<file path="config.mk">
export PLATFORM = sky130hd
export DESIGN_NAME = sva_fifo
export DESIGN_NICKNAME = d
export VERILOG_FILES = /design/src/rtl/sva_fifo.sv
export SDC_FILE = /design/constraint.sdc
export NUM_CORES = 1
export LEC_CHECK = 0
export BUFFER_PORTS_ARGS = -buffer_cell sky130_fd_sc_hd__clkbuf_2
export CELL_PAD_IN_SITES_DETAIL_PLACEMENT = 1
export CELL_PAD_IN_SITES_GLOBAL_PLACEMENT = 1
export CORE_AREA = 2 2 39 41
export CTS_CLUSTER_SIZE = 20
export DETAILED_ROUTE_END_ITERATION = 10
export DIE_AREA = 0 0 41 43
export GPL_ROUTABILITY_DRIVEN = 0
export PLACE_DENSITY = 0.51
export SLEW_MARGIN = 0
export SYNTH_ARGS = -nofsm -noshare
export SYNTH_HDL_FRONTEND = slang
export SYNTH_SLANG_ARGS = --single-unit
export TNS_END_PERCENT = 5
</file>
<file path="constraint.sdc">
create_clock -name clk_i -period 2.1 [get_ports clk_i]
set_input_delay 0.42 -clock clk_i [delete_from_list [all_inputs] [get_ports clk_i]]
set_output_delay 0.42 -clock clk_i [all_outputs]
set_load 0.02 [all_outputs]
</file>
<file path="src/rtl/sva_fifo.sv">
`timescale 1ns / 1ps
// ----------------------------------------------------------------------------
// Small synchronous queue
// Register-based ring buffer with push/full and pop/empty handshakes.
// ----------------------------------------------------------------------------
module sva_fifo #(
  parameter type         T     = logic,
  parameter int unsigned DEPTH = 2
) (
  input  logic clk_i,
  input  logic rst_ni,
  input  logic push_i,
  input  T     data_i,
  output logic full_o,
  input  logic pop_i,
  output T     data_o,
  output logic empty_o
);

  localparam int unsigned PtrW = (DEPTH > 1) ? $clog2(DEPTH) : 1;
  localparam int unsigned CntW = $clog2(DEPTH + 1);

  T              mem_q [DEPTH];
  logic [PtrW-1:0] wr_q, rd_q;
  logic [CntW-1:0] cnt_q;
  logic          do_push, do_pop;

  assign full_o  = (cnt_q == CntW'(DEPTH));
  assign empty_o = (cnt_q == '0);
  assign do_push = push_i && !full_o;
  assign do_pop  = pop_i && !empty_o;
  assign data_o  = mem_q[rd_q];

  // Storage is written only on a push transfer.
  always_ff @(posedge clk_i) begin
    if (do_push) begin
      mem_q[wr_q] <= data_i;
    end
  end

  // Pointers and fill count.
  always_ff @(posedge clk_i or negedge rst_ni) begin
    if (!rst_ni) begin
      wr_q  <= '0;
      rd_q  <= '0;
      cnt_q <= '0;
    end else begin
      if (do_push) begin
        wr_q <= (wr_q == PtrW'(DEPTH - 1)) ? '0 : wr_q + 1'b1;
      end
      if (do_pop) begin
        rd_q <= (rd_q == PtrW'(DEPTH - 1)) ? '0 : rd_q + 1'b1;
      end
      if (do_push && !do_pop) begin
        cnt_q <= cnt_q + 1'b1;
      end else if (do_pop && !do_push) begin
        cnt_q <= cnt_q - 1'b1;
      end
    end
  end

endmodule

</file>
==> PnR_summary.wiki <==
{| class="wikitable"
! Metric !! Value
|-
| P_sw || approximately 210 uW
|-
| Post-CTS clock slew at the launch and capture registers of the worst setup and hold paths || 0.05 ns
|-
| Deepest level of the CTS H-tree || 1
|-
| Routed wire per std cell || approximately 11 um
|-
| Worst skew pair latency || around 0.24 ns
|-
| Post-placement cell count || 45
|-
| Total number of clock tree sinks || 6
|-
| Number of filler cells placed in the layout || 164
|-
| Via-per-instance ratio || roughly 3.7
|-
| Port Buffer Count || 7
|-
| Slew at the pin with the worst max-slew slack || slightly below 0.2 ns
|-
| Inserted Clock Buffers || 3
|-
| Number of warnings issued by yosys || 0
|-
| Worst setup slack before clock tree synthesis || about 0.58 ns
|-
| Average instance area after synthesis || between 10 and 15 um2
|-
| Share of layout cells above drive strength 1 || 0.324
|-
| Number of synthesized register bits || 6
|-
| Final count of hold timing violations || 0
|-
| First drt pass iteration count || 2
|-
| Number of nets in the finished design || 41
|-
| Starting DRC count in detailed routing || 3
|-
| Via count of the first global-routing pass || approximately 220
|-
| Slowest cell on crit path || dfrtp_1
|-
| Final setup violation count || 0
|-
| Worst r2r path cells || 7
|-
| Row count || 14
|-
| Power density over the cells || 1580 nW/um2
|-
| Leakage dissipation || roughly 0.00017 uW
|-
| Sequential-to-total area share from yosys stat || 0.598
|-
| Required time of the critical path || about 2.3 ns
|-
| Crit path buf inv count || 1
|-
| Maximum number of buffers from clock root to sink || 2
|-
| Post-CTS setup buffer count || 0
|-
| Result of the run || finished, final reports clean
|-
| Dpl hpwl || 419 um
|-
| Internal power consumption || 353 uW
|-
| Count of cells along the worst hold path || 1
|-
| Wire length of the first global-routing pass || ~900 um
|-
| DIE AREA || between 1500 and 2000 um2
|-
| Via count of the routed design || approximately 190
|-
| CP most frequent cell || xor2_1
|-
| Share of total power in the clock network || 0.208
|-
| Cells after synthesis || 22
|-
| Cell chain of the critical path || nand2b_1, nand2_1, inv_1, ha_1, xor2_1, nor2_1, xor2_1
|-
| Slowest cell delay on critical path || about 0.43 ns
|-
| Residual DRC count || 0
|-
| Post-Route Skew || ~0.00076 ns
|-
| Critical path class || register to register
|-
| Area growth from synthesis to layout || 34.1%
|-
| Portion of the clock cycle consumed by the worst path in the final layout || 0.735
|-
| Vertical extent of the die || between 40 and 50 um
|-
| Cell chosen for the clock root || clkbuf_4
|-
| Comb pwr share || 0.398
|-
| PnR Total Power || between 500 and 600 uW
|-
| Post-route setup TNS || 0 ns
|-
| # diodes || 0
|-
| Type of destination of the critical path || register
|-
| Clock tree from TritonCTS || yes
|-
| Proportion of power drawn by flip-flops and latches || 0.394
|-
| Max-cap violation count || 0
|-
| Antenna Nets Post-Route || 0
|-
| Final period demand of the worst path || around 1.5 ns
|-
| Core ar. || about 1400 um2
|-
| Number of logic stages on the critical path including buffering || 7
|-
| Max Freq || around 650 MHz
|-
| Final non-filler cell total || 50
|-
| Switching power as a share of total power || 0.377
|-
| Starting density of the core || 0.193
|-
| Initial antenna violation count || 0
|-
| Count of cell types in the netlist || 12
|-
| Wire length reported by the detailed router || 526 um
|-
| Min-delay worst type || input pin to register
|-
| Largest net degree at the start of global routing || 6
|-
| Category of the worst setup path launch point || register
|-
| Final number of max-transition violations || 0
|-
| Overflow left after global routing || 0
|-
| I/O pin count || 8
|-
| Minimum hold slack || 0.370 ns
|-
| Worst Path Arrival || ~1.7 ns
|-
| Setup repair after global routing missed its margin || no
|-
| Maximum ir drop on the vdd rail || 0.341 mV
|-
| Crit path setup slack, layout || 0.556 ns
|-
| Total global-route track usage || 0.0818
|-
| Nets in the synthesized netlist || 28
|-
| Maximum net fanout on the critical path || 5
|-
| Worst path top cell family by delay || simple AND/OR/NAND/NOR gates
|-
| Normalized max-slew margin || 0.867
|-
| Die Span X || about 41 um
|-
| Combined area of all synthesized cells || 268 um2
|}
==> Yosys cell counts <==
master / count / area, um2
nand2b_1: 1 / 6.26
nand2_1: 1 / 3.75
edfxtp_1: 2 / 60.1
o21ai_1: 1 / 5.00
nor2_1: 3 / 11.3
dfrtp_1: 4 / 100
and3_1: 1 / 6.26
xnor2_1: 3 / 26.3
ha_1: 1 / 12.5
mux2_2: 1 / 11.3
xor2_1: 2 / 17.5
inv_1: 2 / 7.51
==> layer usage <==
layer,share of wire,track usage
met1,0.44,0.0951
met2,0.51,0.106
met3,0.027,0.0314
met4,0.019,0.0800
met5,0,0
==> final timing paths <==
kind,slack [ns],to,start
min,0.37,mem_q[0],data_i
max in group asynchronous,1.45,cnt_q[1],rst_ni
min reg2reg,0.50,wr_q,wr_q
min in group asynchronous,0.52,wr_q,rst_ni
max,0.56,cnt_q[1],cnt_q[0]
max reg2reg,0.56,cnt_q[1],cnt_q[0]
==> power groups by stage <==
stage                     Combinational [uW]  Clock (uW)  Sequential (uW)
after CTS                                230         124              223
after global routing                     250         131              231
final                                    225         118              223
after global placement                   215           0              221
after floorplan                          171           0              213
after detailed placement                 227           0              224
==> layout by cell type (no fill, tap or decap), drive strengths merged, types with 2 or more instances in the layout <==
cell type   n
xor2        2
dfrtp       4
xnor2       3
clkbuf     11
nor2        3
inv         2
edfxtp      2
==> final cells by class <==
class | instances | area (um2) | area share
Inverter | 2 | 7.51 | 0.0209
Sequential cell | 6 | 160 | 0.446
Tap cell | 16 | 20.0 | 0.0557
Clock buffer | 4 | 26.3 | 0.0732
Multi-Input combinational cell | 14 | 100 | 0.279
Timing Repair Buffer | 8 | 45.0 | 0.125
==> sequential cells by signal, summed over array words and instances (netlist names) <==
| register | cells |
|---|---|
| wr_q | 1 |
| rd_q | 1 |
| mem_q | 2 |
| cnt_q | 2 |
==> stage by stage <==
step                cell area (um2)   util
floorplan                       268      -
global placement                323  0.233
detailed placement              323  0.233
CTS                             359  0.259
global route                    359  0.259
finish                          359  0.259
==> logic make-up after synthesis <==
group	synth area share
fa+ha+maj	0.0467
compound gates	0.0187
simple gates	0.103
mux	0.0421
buf+inv	0.0280
flops	0.598
xor+xnor	0.164
==> worst reg2reg max path, delay by kind of cell (launching register included) <==
family                     cells  cell delay (ns)
xor gates and xnor gates       2             0.32
DFF                            1             0.43
buffers and inverters          1             0.06
and+or+nand+nor                3             0.46
adders and majority gates      1             0.19
==> what timing repair did <==
item,CTS,global route
endpoints found under the hold margin,4,0
hold buffers,1,0
gates resized for setup,0,0
No activity file was read; power rests on OpenSTA's default activity.
