<file path="config.mk">
export PLATFORM = sky130hd
export DESIGN_NAME = sva_front
export DESIGN_NICKNAME = d
export VERILOG_FILES = /design/src/rtl/sva_pkg.sv /design/src/rtl/sva_front.sv
export SDC_FILE = /design/constraint.sdc
export NUM_CORES = 1
export LEC_CHECK = 0
export ABC_CLOCK_PERIOD_IN_PS = 7000
export BUFFER_PORTS_ARGS = -buffer_cell sky130_fd_sc_hd__buf_2
export CAP_MARGIN = 20
export CORE_MARGIN = 8
export CORE_UTILIZATION = 44
export CTS_CLUSTER_SIZE = 25
export DETAILED_ROUTE_END_ITERATION = 12
export GPL_ROUTABILITY_DRIVEN = 0
export PLACE_DENSITY = 0.76
export REMOVE_ABC_BUFFERS = 1
export SYNTH_ARGS = -nofsm -noshare
export SYNTH_HDL_FRONTEND = slang
export SYNTH_SLANG_ARGS = --single-unit
</file>
<file path="constraint.sdc">
create_clock -name clk_i -period 7 [get_ports clk_i]
set_input_delay 2.1 -clock clk_i [delete_from_list [all_inputs] [get_ports clk_i]]
set_output_delay 2.1 -clock clk_i [all_outputs]
set_load 0.02 [all_outputs]
</file>
<file path="src/rtl/sva_pkg.sv">
`timescale 1ns / 1ps
// ----------------------------------------------------------------------------
// Stack VM integer ALU package
// Operation codes, the classified work item and the divider pipeline record.
// ----------------------------------------------------------------------------
package sva_pkg;

  localparam int unsigned DataW    = 32;
  localparam int unsigned KindW    = 5;
  localparam int unsigned DivSteps = 32;

  typedef enum logic [KindW-1:0] {
    OP_ADD    = 5'd0,
    OP_SUB    = 5'd1,
    OP_MUL    = 5'd2,
    OP_DIV    = 5'd3,
    OP_MOD    = 5'd4,
    OP_AND    = 5'd5,
    OP_OR     = 5'd6,
    OP_XOR    = 5'd7,
    OP_SHL    = 5'd8,
    OP_SHR    = 5'd9,
    OP_EQ     = 5'd10,
    OP_NE     = 5'd11,
    OP_LT     = 5'd12,
    OP_LE     = 5'd13,
    OP_GT     = 5'd14,
    OP_GE     = 5'd15,
    OP_INVERT = 5'd16,
    OP_NEGATE = 5'd17,
    OP_LOGNOT = 5'd18,
    OP_TEST   = 5'd19
  } kind_e;

  // Item as classified by the front end.
  typedef struct packed {
    logic [KindW-1:0] kind;
    logic [DataW-1:0] a;
    logic [DataW-1:0] b;
    logic [DataW-1:0] am;
    logic [DataW-1:0] bm;
    logic             neg_q;
    logic             neg_r;
    logic             dz;
  } item_t;

  // One stage of the execute pipeline.
  typedef struct packed {
    logic [2*DataW-1:0] rq;
    logic [DataW-1:0]   dvsr;
    logic [DataW-1:0]   res;
    logic               is_div;
    logic               is_mod;
    logic               neg_q;
    logic               neg_r;
    logic               dz;
  } stage_t;

  // Final result record.
  typedef struct packed {
    logic [DataW-1:0] value;
    logic             status;
  } result_t;

endpackage

</file>
<file path="src/rtl/sva_front.sv">
`timescale 1ns / 1ps
// ----------------------------------------------------------------------------
// Stack VM ALU front end
// Takes input items, classifies them and prepares divider operands.
// ----------------------------------------------------------------------------
module sva_front import sva_pkg::*; (
  input  logic             clk_i,
  input  logic             rst_ni,
  input  logic             push,
  output logic             full,
  input  logic [KindW-1:0] kind_i,
  input  logic [DataW-1:0] first_operand_i,
  input  logic [DataW-1:0] second_operand_i,
  output logic             q_push_o,
  output item_t            q_data_o,
  input  logic             q_full_i
);

  logic  vld_q;
  item_t item_q, item_d;
  logic  an, bn, take;

  // Classification: signs, magnitudes and the zero divisor flag.
  always_comb begin
    an            = first_operand_i[DataW-1];
    bn            = second_operand_i[DataW-1];
    item_d.kind   = kind_i;
    item_d.a      = first_operand_i;
    item_d.b      = second_operand_i;
    item_d.am     = an ? (DataW'(0) - first_operand_i) : first_operand_i;
    item_d.bm     = bn ? (DataW'(0) - second_operand_i) : second_operand_i;
    item_d.neg_q  = an ^ bn;
    item_d.neg_r  = an;
    item_d.dz     = (second_operand_i == '0);
  end

  // The holding register frees up whenever the queue takes its item.
  assign q_push_o = vld_q;
  assign q_data_o = item_q;
  assign full     = vld_q && q_full_i;
  assign take     = push && !full;

  always_ff @(posedge clk_i or negedge rst_ni) begin
    if (!rst_ni) begin
      vld_q <= 1'b0;
    end else if (take) begin
      vld_q <= 1'b1;
    end else if (!q_full_i) begin
      vld_q <= 1'b0;
    end
  end

  always_ff @(posedge clk_i) begin
    if (take) begin
      item_q <= item_d;
    end
  end

endmodule

</file>
==> summary.txt <==
Run status
  – Outcome: finished clean

Clock tree
  – H-tree depth: 4
  – Clock Latency Late Sink: ~0.42 ns
  – Clock sinks: around 130
  – # hold bufs at CTS: 0
  – CTS buffer count: 17
  – Root Driver: clkbuf_16
  – Reg clk slew, reported paths: around 0.050 ns
  – Post-cts sizing count: 0
  – Postcts setup bufs: 0
  – Maximum root-to-sink buffer count: 2
  – CTS tree: yes

Pwr
  – Peak supply drop: approximately 0.13 mV
  – Total Power: roughly 2.1 mW
  – Leak: 2.827 nW
  – PwrDens: around 280 nW/um^2

Routing
  – Router iterations before antenna repair: 4
  – Vias per Instance: just over 5
  – Avg WL per Cell: roughly 18 um
  – # DRC: 0
  – Routed Antenna Nets: 0
  – Via count: 3796
  – Iteration-0 DRC Markers: a little under 300
  – Final wirelength: around 14000 um

Logic synthesis
  – Mapped Area: 5642 sq um
  – Count leader, synth: edfxtp_1
  – Top_reg_cell synth: edfxtp_1
  – Synth top area cells: edfxtp_1 (71%), xnor2_1 (9.0%), o31ai_1 (2.8%), o41ai_2 (2.6%), nand2_1 (1.5%)
  – Post-synth top cells: edfxtp_1 (133), xnor2_1 (58), nand2_1 (23)
  – Ys async rst share: less than 1%
  – Synth Warn #: 0
  – Number of distinct library cells after synthesis: 42
  – Number of synthesized flops with an enable pin: about 130
  – Yosys top cell area share: roughly 70%
  – Seq/Total Area, Yosys: between 70 and 80%
  – Yosys reg bits: between 100 and 150
  – Mean post-synth cell area: 16.45 sq um
  – Gate Count Post-Synth: 343
  – Synth area leader: edfxtp_1

Global routing
  – Vias in the first global route: 3900
  – Global Route Usage Sum: ~16%
  – Initial antenna violation count: 1
  – GRT Max-Usage Layer: met2
  – Met3 Use GR: 8.135%
  – Met1 Use GR: between 10% and 20%
  – First-pass GRT wire length: around 21000 um
  – Total grt overflow: 0
  – Met2 usage: 26.81%
  – Largest net degree at the start of global routing: ~130

Timing
  – Fmax: 0.2138 GHz
  – Post-layout minimum cycle time: around 4.7 ns
  – Setup TNS: 0 ns
  – Setup ws final: about 2.3 ns
  – Final setup fails: 0
  – Worst clock skew: between 0.007 and 0.008 ns
  – Period utilization: 66.82%
  – Max-slew headroom: between 50% and 60%
  – RSZ-0062 raised after global routing: false
  – Final Hold Fails: 0
  – Least-Margin Pin Slew: slightly above 0.7 ns
  – Final max-slew violation count: 0

Place
  – Post-Place Worst Slack: 2.336 ns
  – HPWL after DPL: around 10000 um
  – Placed insts: approximately 700
  – Port-buffer cells: 210

Critical path
  – Setup crit end kind: primary output
  – CP Max Fanout: 3
  – Crit path kind: in -> out
  – R2r startpoint: q_push_o
  – Data required, critical path: 4.90 ns
  – Crit start category: input pin
  – Crit. Startpoint: q_full_i
  – FF-to-FF path depth: 3
  – Worst path arrival time: 2.58 ns
  – Reg2Reg Setup Slack: approximately 5.3 ns
  – RR Endpoint: q_data_o[110]
  – Capture point of the worst path: full

Finish
  – Area grow syn2layout: 32.31%
  – N_diodes: 0
  – Fill cells: slightly below 1k
  – Fin nets: 638
  – Core Util, Final: between 50% and 60%
  – Area of the multi-input gates: around 1600 sq um
  – Final Non-Filler Cells: around 750
  – Share of cells above drive strength 1: 47.04%
  – Register area: 4019 sq um

Worst hold path
  – Hold WC Path Type: reg -> reg

Floorplanning
  – Die Wd: between 100 and 150 um
  – Die H: approximately 130 um
  – Area of the core: ~13000 sq um
  – Initial Utilization: between 40% and 50%
  – Die ar.: between 15000 and 20000 sq um
  – Site row count: just over 40
  – I/O pins: around 210

Flow run
  – Max-cap violations: 0
==> through the flow <==
stage	hold WS, ns	cell area (sq um)
detailed placement	0.6831	6877
CTS	0.7030	7465
global route	0.7319	7465
global placement	0.6580	6877
floorplan	0.8992	5583
finish	0.7092	7465
==> placed cells by master (no fill, tap or decap), drive strengths merged <==
cell	Yosys	final
o41ai	12	12
nand2	23	23
dfrtp	1	1
nor2	8	8
nand3b	2	2
or3	4	4
nor4b	2	2
o21ai	14	14
edfxtp	133	133
clkinvlp	0	2
clkbuf	4	18
nand4	6	6
nand4b	2	2
nor2b	1	1
xnor2	58	58
or4	3	3
bufinv	0	3
nor3b	1	1
o31ai	22	22
nand3	6	6
xor2	1	1
buf	8	211
inv	4	5
nor4	8	8
nand2b	4	4
ha	4	4
and3	1	1
clkinv	0	8
or2	3	3
nor3	7	7
and2	1	1
==> worst max-delay path: stages <==
cell and delay [ns]:
buf_2 0.07, and2_1 0.20, buf_2 0.20
==> area by class of cell <==
type	count	area share [%]
clock inverter	14	2.129
clock buffer	18	5.749
timing repair buffer	211	14.35
multi-input combinational	193	20.85
inverter	4	0.2011
sequential	134	53.84
tap	172	2.883
==> metal layers <==
| metal | part of all wire [%] | vias up | wire (um) |
|---|---|---|---|
| met5 | 0.058 | - | 8 |
| met4 | 2.2 | 2 | 303 |
| met3 | 13 | 28 | 1836 |
| met2 | 47 | 190 | 6468 |
| met1 | 37 | 1814 | 5155 |
| li1 | - | 1762 | - |
==> worst min-delay path by stage <==
stage                        start       end  slack [ns]  depth (start not counted)
after floorplan           q_push_o  q_push_o        0.90                          2
after detailed placement  q_push_o  q_push_o        0.68                          2
final                     q_push_o  q_push_o        0.71                          2
after global placement    q_push_o  q_push_o        0.66                          2
after CTS                 q_push_o  q_push_o        0.70                          2
after global routing      q_push_o  q_push_o        0.73                          2
==> registers in the layout, indices dropped and copies added, names as in the netlist <==
name and cells:
q_data_o 133, q_push_o 1
==> logic make-up after synthesis <==
family | count (synthesis) | synth area share, %
flops | 134 | 71.24
simple gates | 82 | 10.02
xor+xnor | 59 | 9.160
compound gates | 48 | 7.385
buf+inv | 16 | 1.308
fa+ha+maj | 4 | 0.8872
==> where the power goes <==
part           total [mW]  switching (mW)  internal, mW
combinational       0.250           0.167        0.0833
sequential          0.961          0.0119         0.949
clock               0.882           0.326         0.556
total                2.09           0.504          1.59
(Power assumes the default switching activity.)
